--- config.mk ---
export PLATFORM = sky130hd
export DESIGN_NAME = button_debounce_gesture_detector_unit
export DESIGN_NICKNAME = d
export VERILOG_FILES = /design/src/rtl/bdgd_pkg.sv /design/src/rtl/button_debounce_gesture_detector_unit.sv
export VERILOG_INCLUDE_DIRS = /design/src /design/src/rtl
export SDC_FILE = /design/constraint.sdc
export NUM_CORES = 1
export LEC_CHECK = 0
export BUFFER_PORTS_ARGS = -buffer_cell sky130_fd_sc_hd__buf_2
export CAP_MARGIN = 20
export CELL_PAD_IN_SITES_DETAIL_PLACEMENT = 0
export CELL_PAD_IN_SITES_GLOBAL_PLACEMENT = 1
export CORE_MARGIN = 8
export CORE_UTILIZATION = 25
export CTS_BUF_LIST = sky130_fd_sc_hd__clkbuf_4
export DETAILED_ROUTE_END_ITERATION = 6
export PLACE_DENSITY = 0.5
export SYNTH_ARGS = -nofsm -noshare
export SYNTH_HDL_FRONTEND = slang
export SYNTH_SLANG_ARGS = --single-unit
--- constraint.sdc ---
create_clock -name clock -period 6.51 [get_ports clock]
set_input_delay 1.6275 -clock clock [delete_from_list [all_inputs] [get_ports clock]]
set_output_delay 1.6275 -clock clock [all_outputs]
set_load 0.005 [all_outputs]
--- src/rtl/button_debounce_gesture_detector_unit_macros.svh ---
// Assertion macros for the button debounce and gesture detector.
// Every macro expects the signals clock and reset to exist in the scope where it is used.
`ifndef BUTTON_DEBOUNCE_GESTURE_DETECTOR_UNIT_MACROS_SVH
`define BUTTON_DEBOUNCE_GESTURE_DETECTOR_UNIT_MACROS_SVH

// The property must hold in the same cycle.
`define BDGD_ASSERT_IMPLIES(label, ante, cons) \
   label: assert property (@(posedge clock) disable iff (reset) (ante) |-> (cons)) \
      else $error("assertion failed in %m");

// The property must hold in the cycle after the antecedent.
`define BDGD_ASSERT_NEXT(label, ante, cons) \
   label: assert property (@(posedge clock) disable iff (reset) (ante) |=> (cons)) \
      else $error("assertion failed in %m");

`endif

--- src/rtl/bdgd_pkg.sv ---
// Shared types, constants and gesture tables for the button debounce and gesture detector.
// It has no dependencies.
package bdgd_pkg;

   localparam int CountWidth = 16;
   localparam int TicksWidth = 16;
   localparam int EventWidth = 4;
   localparam int CsrIndexWidth = 2;

   localparam logic [TicksWidth-1:0] DebounceTicksReset = TicksWidth'(50);
   localparam logic [TicksWidth-1:0] RepeatTicksReset = TicksWidth'(200);

   typedef enum logic [CsrIndexWidth-1:0] {
      CSR_DEBOUNCE_TICKS = 2'd0,
      CSR_REPEAT_TICKS   = 2'd1
   } csr_index_type;

   typedef enum logic [EventWidth-1:0] {
      EV_NONE      = 4'd0,
      EV_DOWN      = 4'd1,
      EV_UP        = 4'd2,
      EV_CLICK     = 4'd3,
      EV_DOUBLE    = 4'd4,
      EV_TRIPLE    = 4'd5,
      EV_QUADRUPLE = 4'd6,
      EV_QUINTUPLE = 4'd7,
      EV_HOLD      = 4'd8
   } event_code_type;

   typedef enum logic [3:0] {
      GS_START   = 4'd0,
      GS_DOWN1   = 4'd1,
      GS_CLICK1  = 4'd2,
      GS_DOWN2   = 4'd3,
      GS_CLICK2  = 4'd4,
      GS_DOWN3   = 4'd5,
      GS_CLICK3  = 4'd6,
      GS_DOWN4   = 4'd7,
      GS_CLICK4  = 4'd8,
      GS_DOWN5   = 4'd9,
      GS_CLICK5  = 4'd10,
      GS_HOLD    = 4'd11,
      GS_INVALID = 4'd12
   } gesture_state_type;

   typedef enum logic [1:0] {
      FEED_DOWN = 2'd0,
      FEED_UP   = 2'd1,
      FEED_TICK = 2'd2
   } feed_kind_type;

   function automatic gesture_state_type next_gesture(gesture_state_type cur,
                                                      feed_kind_type kind);
      gesture_state_type on_down;
      gesture_state_type on_up;
      gesture_state_type on_tick;
      on_down = GS_INVALID;
      on_up   = GS_START;
      on_tick = GS_INVALID;
      case (cur)
         GS_START: begin
            on_down = GS_DOWN1;  on_up = GS_START;  on_tick = GS_START;
         end
         GS_DOWN1: begin
            on_down = GS_DOWN1;  on_up = GS_CLICK1; on_tick = GS_HOLD;
         end
         GS_CLICK1: begin
            on_down = GS_DOWN2;  on_up = GS_CLICK1; on_tick = GS_START;
         end
         GS_DOWN2: begin
            on_down = GS_DOWN2;  on_up = GS_CLICK2; on_tick = GS_INVALID;
         end
         GS_CLICK2: begin
            on_down = GS_DOWN3;  on_up = GS_CLICK2; on_tick = GS_START;
         end
         GS_DOWN3: begin
            on_down = GS_DOWN3;  on_up = GS_CLICK3; on_tick = GS_INVALID;
         end
         GS_CLICK3: begin
            on_down = GS_DOWN4;  on_up = GS_CLICK3; on_tick = GS_START;
         end
         GS_DOWN4: begin
            on_down = GS_DOWN4;  on_up = GS_CLICK4; on_tick = GS_INVALID;
         end
         GS_CLICK4: begin
            on_down = GS_DOWN5;  on_up = GS_CLICK4; on_tick = GS_START;
         end
         GS_DOWN5: begin
            on_down = GS_DOWN5;  on_up = GS_CLICK5; on_tick = GS_INVALID;
         end
         GS_CLICK5: begin
            on_down = GS_INVALID; on_up = GS_CLICK5; on_tick = GS_START;
         end
         GS_HOLD: begin
            on_down = GS_HOLD;   on_up = GS_START;  on_tick = GS_HOLD;
         end
         default: begin
            // invalid state and unused codes
            on_down = GS_INVALID; on_up = GS_START; on_tick = GS_INVALID;
         end
      endcase
      case (kind)
         FEED_DOWN: next_gesture = on_down;
         FEED_UP:   next_gesture = on_up;
         default:   next_gesture = on_tick;
      endcase
   endfunction

   function automatic event_code_type tick_event(gesture_state_type cur);
      case (cur)
         GS_DOWN1:  tick_event = EV_HOLD;
         GS_CLICK1: tick_event = EV_CLICK;
         GS_CLICK2: tick_event = EV_DOUBLE;
         GS_CLICK3: tick_event = EV_TRIPLE;
         GS_CLICK4: tick_event = EV_QUADRUPLE;
         GS_CLICK5: tick_event = EV_QUINTUPLE;
         GS_HOLD:   tick_event = EV_HOLD;
         default:   tick_event = EV_NONE;
      endcase
   endfunction

   function automatic logic [CountWidth-1:0] sat_inc(logic [CountWidth-1:0] v);
      sat_inc = (v == {CountWidth{1'b1}}) ? v : v + CountWidth'(1);
   endfunction

endpackage

--- src/rtl/button_debounce_gesture_detector_unit.sv ---
// Button debounce and gesture detector: debounces one pin sample per item and runs the
// click / multi-click / hold gesture machine. Depends on bdgd_pkg and the macros header.
//
//   channel | direction | handshake              | payload
//   req     | in        | req_valid / req_ready  | req_pin_level
//   rsp     | out       | rsp_valid / rsp_ready  | rsp_event_code, rsp_hold_count
//   csr     | in        | csr_write_en           | csr_index, csr_wdata
//
// One item per cycle while req_ready is high. Each accepted sample updates the debounce
// and gesture state in the cycle it is taken; its result sits in the output register in
// the cycle after. There is a single output register.
// req_ready is high whenever the output register is empty or is being drained this cycle.
// Synchronous reset sets all control state (last level high); registers come back as 50 and 200.
`include "button_debounce_gesture_detector_unit_macros.svh"

module button_debounce_gesture_detector_unit (
   input  logic                                  clock,
   input  logic                                  reset,
   input  logic                                  req_valid,
   output logic                                  req_ready,
   input  logic                                  req_pin_level,
   output logic                                  rsp_valid,
   input  logic                                  rsp_ready,
   output logic [bdgd_pkg::EventWidth-1:0]       rsp_event_code,
   output logic [bdgd_pkg::CountWidth-1:0]       rsp_hold_count,
   input  logic                                  csr_write_en,
   input  logic [bdgd_pkg::CsrIndexWidth-1:0]    csr_index,
   input  logic [bdgd_pkg::TicksWidth-1:0]       csr_wdata
);
   import bdgd_pkg::*;

   logic [TicksWidth-1:0] debounce_ticks_ff;
   logic [TicksWidth-1:0] repeat_ticks_ff;

   logic                  last_level_ff,       last_level_in;
   logic                  debounce_pending_ff, debounce_pending_in;
   logic [CountWidth-1:0] debounce_elapsed_ff, debounce_elapsed_in;
   logic [CountWidth-1:0] repeat_elapsed_ff,   repeat_elapsed_in;
   gesture_state_type     gesture_ff,          gesture_in;
   logic [CountWidth-1:0] hold_ticks_ff,       hold_ticks_in;

   logic                  rsp_valid_ff,        rsp_valid_in;
   event_code_type        rsp_event_ff,        rsp_event_in;
   logic [CountWidth-1:0] rsp_hold_ff,         rsp_hold_in;

   logic                  accept;
   logic [TicksWidth-1:0] repeat_limit;
   logic                  feed;
   feed_kind_type         feed_kind;
   gesture_state_type     gesture_next;

   assign req_ready      = !rsp_valid_ff || rsp_ready;
   assign accept         = req_valid && req_ready;
   assign rsp_valid      = rsp_valid_ff;
   assign rsp_event_code = rsp_event_ff;
   assign rsp_hold_count = rsp_hold_ff;

   // a zero repeat interval behaves as one
   assign repeat_limit = (repeat_ticks_ff == '0) ? TicksWidth'(1) : repeat_ticks_ff;

   always_ff @(posedge clock) begin
      if (reset) begin
         debounce_ticks_ff <= DebounceTicksReset;
         repeat_ticks_ff   <= RepeatTicksReset;
      end else if (csr_write_en) begin
         case (csr_index)
            CSR_DEBOUNCE_TICKS: debounce_ticks_ff <= csr_wdata;
            CSR_REPEAT_TICKS:   repeat_ticks_ff   <= csr_wdata;
            default: ;
         endcase
      end
   end

   always_comb begin
      last_level_in       = last_level_ff;
      debounce_pending_in = debounce_pending_ff;
      debounce_elapsed_in = debounce_elapsed_ff;
      repeat_elapsed_in   = repeat_elapsed_ff;
      gesture_in          = gesture_ff;
      hold_ticks_in       = hold_ticks_ff;
      rsp_event_in        = EV_NONE;
      feed                = 1'b0;
      feed_kind           = FEED_TICK;
      gesture_next        = gesture_ff;

      if (accept) begin
         repeat_elapsed_in = sat_inc(repeat_elapsed_ff);
         if (req_pin_level != last_level_ff) begin
            last_level_in       = req_pin_level;
            debounce_pending_in = 1'b1;
            debounce_elapsed_in = '0;
         end else begin
            if (debounce_pending_ff) begin
               debounce_elapsed_in = sat_inc(debounce_elapsed_ff);
               if (debounce_elapsed_in >= CountWidth'(debounce_ticks_ff)) begin
                  debounce_pending_in = 1'b0;
                  repeat_elapsed_in   = '0;
                  feed                = 1'b1;
                  feed_kind           = req_pin_level ? FEED_UP : FEED_DOWN;
                  rsp_event_in        = req_pin_level ? EV_UP : EV_DOWN;
               end
            end
            // cleared counter above rules out a tick on the same item
            if (repeat_elapsed_in >= CountWidth'(repeat_limit)) begin
               repeat_elapsed_in = '0;
               feed              = 1'b1;
               feed_kind         = FEED_TICK;
               rsp_event_in      = tick_event(gesture_ff);
            end
         end
         if (feed) begin
            gesture_next = next_gesture(gesture_ff, feed_kind);
            gesture_in   = gesture_next;
            if (gesture_next == GS_HOLD) begin
               hold_ticks_in = (gesture_ff != GS_HOLD) ? CountWidth'(1)
                                                       : sat_inc(hold_ticks_ff);
            end
         end
      end

      rsp_hold_in  = (rsp_event_in == EV_HOLD) ? hold_ticks_in : '0;
      rsp_valid_in = accept ? 1'b1 : (rsp_ready ? 1'b0 : rsp_valid_ff);
   end

   always_ff @(posedge clock) begin
      if (reset) begin
         last_level_ff       <= 1'b1;
         debounce_pending_ff <= 1'b0;
         debounce_elapsed_ff <= '0;
         repeat_elapsed_ff   <= '0;
         gesture_ff          <= GS_START;
         hold_ticks_ff       <= '0;
         rsp_valid_ff        <= 1'b0;
      end else begin
         last_level_ff       <= last_level_in;
         debounce_pending_ff <= debounce_pending_in;
         debounce_elapsed_ff <= debounce_elapsed_in;
         repeat_elapsed_ff   <= repeat_elapsed_in;
         gesture_ff          <= gesture_in;
         hold_ticks_ff       <= hold_ticks_in;
         rsp_valid_ff        <= rsp_valid_in;
      end
   end

   always_ff @(posedge clock) begin
      if (accept) begin
         rsp_event_ff <= rsp_event_in;
         rsp_hold_ff  <= rsp_hold_in;
      end
   end

   // a hold count only travels with a hold event
   `BDGD_ASSERT_IMPLIES(a_hold_count_only_on_hold, rsp_valid_ff && (rsp_hold_ff != '0), rsp_event_ff == EV_HOLD)
   // a changed level restarts debounce and reports nothing
   `BDGD_ASSERT_NEXT(a_change_restarts, accept && (req_pin_level != last_level_ff), debounce_pending_ff && (debounce_elapsed_ff == '0) && (rsp_event_ff == EV_NONE))
   // gesture machine only moves on an accepted item
   `BDGD_ASSERT_NEXT(a_gesture_moves_on_item, !accept, $stable(gesture_ff) && $stable(hold_ticks_ff))
   // hold events only come out of the hold-capable states
   `BDGD_ASSERT_NEXT(a_hold_event_in_hold, accept && (rsp_event_in == EV_HOLD), gesture_ff == GS_HOLD)

endmodule

==> reports/qor.yml <==
status:
  status: "completed"
sta:
  hold_viol: 0
  period_share: 0.929
  fmax_mhz: 165
  finClkSkew_ps: 41.4
  slew-limit-headroom: 0.496
  worstMarginPinSlew_ps: 756
  fin_tns_setup_ps: 0
  timing.final.ws_setup_ps: 465
  setup_viol: 0
  holdWs_ps: 464
  fin_crit_ps: 6050
  finalMaxSlewViolations: 0
power:
  finalPower_mw: 1.46
  vdd_ir_drop_max_uv: 88.2
  p_per_area_mw_per_mm2: 195
  netSwitchingFraction: 0.271
  static-leakage-power_nw: 2.78
  p_comb_frac: 0.077
  p_int_mw: 1.07
  clkPwrFrac: 0.403
  sequentialPowerShare: 0.520
  switching_power_mw: 0.397
yosys:
  ys_types: 78
  synthMuxAreaShare: 0.00830
  synth_edf_count: 20
  synth_top_family_by_area: "simple AND/OR/NAND/NOR gates"
  yosysWarnings: 0
  synth.most_common_cell: "nand2_1"
  async_flop_share: 0
  yosys.area_share.adder: 0.0752
  syn_avg_cell_area_um2: 8.34
  netlist_instances: 778
  synth-compound-area-share: 0.205
  synth_top_area_frac: 0.299
  ys_seq_area_frac: 0.392
  synthesis.nets: 841
  synthSimpleGateAreaFrac: 0.236
  syn_area_mm2: 0.00648
  synthTopCellsByArea: "dfxtp_1, edfxtp_1, ha_1"
  synth_top_area_cell: "dfxtp_1"
  synth_top_cells_by_count: "nand2_1, dfxtp_1, a21oi_1"
  synthXorXnorAreaFrac: 0.0365
  ys_seq_elements: 117
  ys_dominant_reg_cell: "dfxtp_1"
placement:
  port_buffers: 45
  dpl.hpwl_um: 13500
  gp_congestion: 0.770
  dp.cells: 1138
  dp_slack_ps: 7.09
global_route:
  grt.busiest_layer: "met2"
  grt_pass1_vias: 5636
  use_met2: 0.199
  antenna_found_initial: 1
  grt_pass1_wl_um: 29600
  grt_start_max_net_pins: 43
  met1_usage: 0.152
  track_usage: 0.119
  overflow: 0
  use_met3: 0.0235
critical_path:
  worst_setup_path_end_kind: "register"
  worst_setup_path_start_kind: "register"
  cp.required_ps: 6920
  cp_max_fo: 12
  critPathKind: "reg2reg"
  cp_data_arrival_time_ps: 6450
final_layout:
  instances_no_fill: 1173
  layout.filler_cells: 2790
  area_growth_pct: 16.0
  drive_gt1_frac: 0.154
  regArea_mm2: 0.00254
  multiInputGateArea_mm2: 0.00375
  fin_nets: 887
floorplan:
  initial_core_util: 0.252
  die_w_um: 177
  die_y_um: 177
  ios: 46
  core_area_mm2: 0.0258
  rows: 59
  die_area_mm2: 0.0314
drt:
  drc_errors: 0
  wl_per_cell_um: 15.8
  vias: 5660
  drt_pass1_iterations: 5
  drtAntennaViolNets: 0
  viasPerCell: 4.83
  drt_iter0_markers: 236
  routed_wl_um: 18500
clocking:
  numCtsBuffers: 17
  holdBufCountCts: 0
  clock_path_buffers: 2
  cts.sink_count: 117
  cts_max_level: 4
  cts_tree: "yes"
  worstSkewPairLatency_ps: 540
  clk_pin_slew_worst_paths_ps: 150
  root_buffer: "clkbuf_4"
job:
  cap_violations: 0
worst_hold_path:
  min_path_type: "reg2reg"
## final cells by class
type / count / share of cell area
well taps: 335 / 0.0557
flip-flops and latches: 117 / 0.338
diodes: 1 / 0.000333
clock inverters: 14 / 0.0233
repair buffers: 59 / 0.0439
multi-input cells: 585 / 0.499
inverters: 44 / 0.0220
clock buffers: 18 / 0.0180
## cells in the final DEF, fill, tap and decap left out, types with 8 or more instances in the layout
cell | netlist | layout
clkbuf_4 | 0 | 18
a31oi_1 | 9 | 9
nand2_1 | 117 | 117
o21ai_0 | 20 | 19
nand3_1 | 27 | 26
ha_1 | 39 | 39
xnor2_1 | 19 | 19
dfxtp_1 | 97 | 97
edfxtp_1 | 20 | 20
nand4_1 | 17 | 17
nor2_1 | 60 | 60
a21o_1 | 8 | 8
nor3_1 | 24 | 23
xor2_1 | 8 | 8
inv_1 | 44 | 44
a311oi_1 | 9 | 9
a21oi_1 | 86 | 86
and3_1 | 9 | 9
buf_4 | 0 | 14
buf_2 | 7 | 45
a22oi_1 | 8 | 8
## routing by layer
layer	vias to the layer above	share of wire
met2	79	0.47
met4	0	0.012
met1	2640	0.49
met3	11	0.032
met5	-	0
li1	2930	-
## worst max-delay path, stage by stage (launching register included)
cell	delay [ps]
dfxtp_1	430
ha_1	190
nand3_1	130
nor4_2	300
buf_4	170
and2_1	210
nand2_1	80
mux2_2	290
ha_1	260
and4_1	250
nand4_1	160
o311ai_4	370
o21a_4	260
a21oi_1	80
ha_1	300
nor2b_1	130
o211a_1	230
o31ai_4	310
and3_4	330
a41oi_2	250
a211o_4	450
or4_1	540
a21oi_1	160
## power groups by stage
stage / registers (mW) / clock network, mW / logic, mW
finish: 0.761 / 0.589 / 0.113
global route: 0.764 / 0.649 / 0.129
CTS: 0.761 / 0.617 / 0.115
detailed placement: 0.777 / 0 / 0.114
global placement: 0.777 / 0 / 0.116
floorplan: 0.775 / 0 / 0.0691
## sequential cells by signal, summed over array words and instances (netlist names), named ones only
register / flops
debounce_elapsed_ff: 16
debounce_ticks_ff: 16
hold_ticks_ff: 16
repeat_elapsed_ff: 16
repeat_ticks_ff: 16
rsp_hold_count: 16
gesture_ff: 4
rsp_event_code: 4
debounce_pending_ff: 1
last_level_ff: 1
rsp_valid: 1
## worst paths after layout
kind,start,cells past startpoint,slack (ps),to
setup / recovery,debounce_elapsed_ff[0]$_SDFFE_PP0P_,22,460,rsp_hold_count[4]$_SDFFCE_PP0P_
hold / removal,debounce_ticks_ff[14]$_SDFFE_PP0P_,2,460,debounce_ticks_ff[14]$_SDFFE_PP0P_
setup reg to reg,debounce_elapsed_ff[0]$_SDFFE_PP0P_,22,460,rsp_hold_count[4]$_SDFFCE_PP0P_
hold reg to reg,debounce_ticks_ff[14]$_SDFFE_PP0P_,2,460,debounce_ticks_ff[14]$_SDFFE_PP0P_
## what timing repair did
item,in CTS,in global routing
hold endpoints to repair,0,0
endpoints found under the setup margin,0,56
resized for setup,0,15
buffers inserted,0,0
## kinds of logic after synthesis
kind of cell,after synthesis
simple gates,312
compound gates,200
flops,117
buf+inv,78
fa+ha+maj,39
xor+xnor,27
mux,5
## metrics by stage
step	area, um2	util
2_1_floorplan	6480	-
3_3_place_gp	7100	0.276
3_5_place_dp	7100	0.276
4_1_cts	7410	0.288
5_1_grt	7520	0.292
6_report	7520	0.292
No activity file was read; power rests on OpenSTA's default activity.
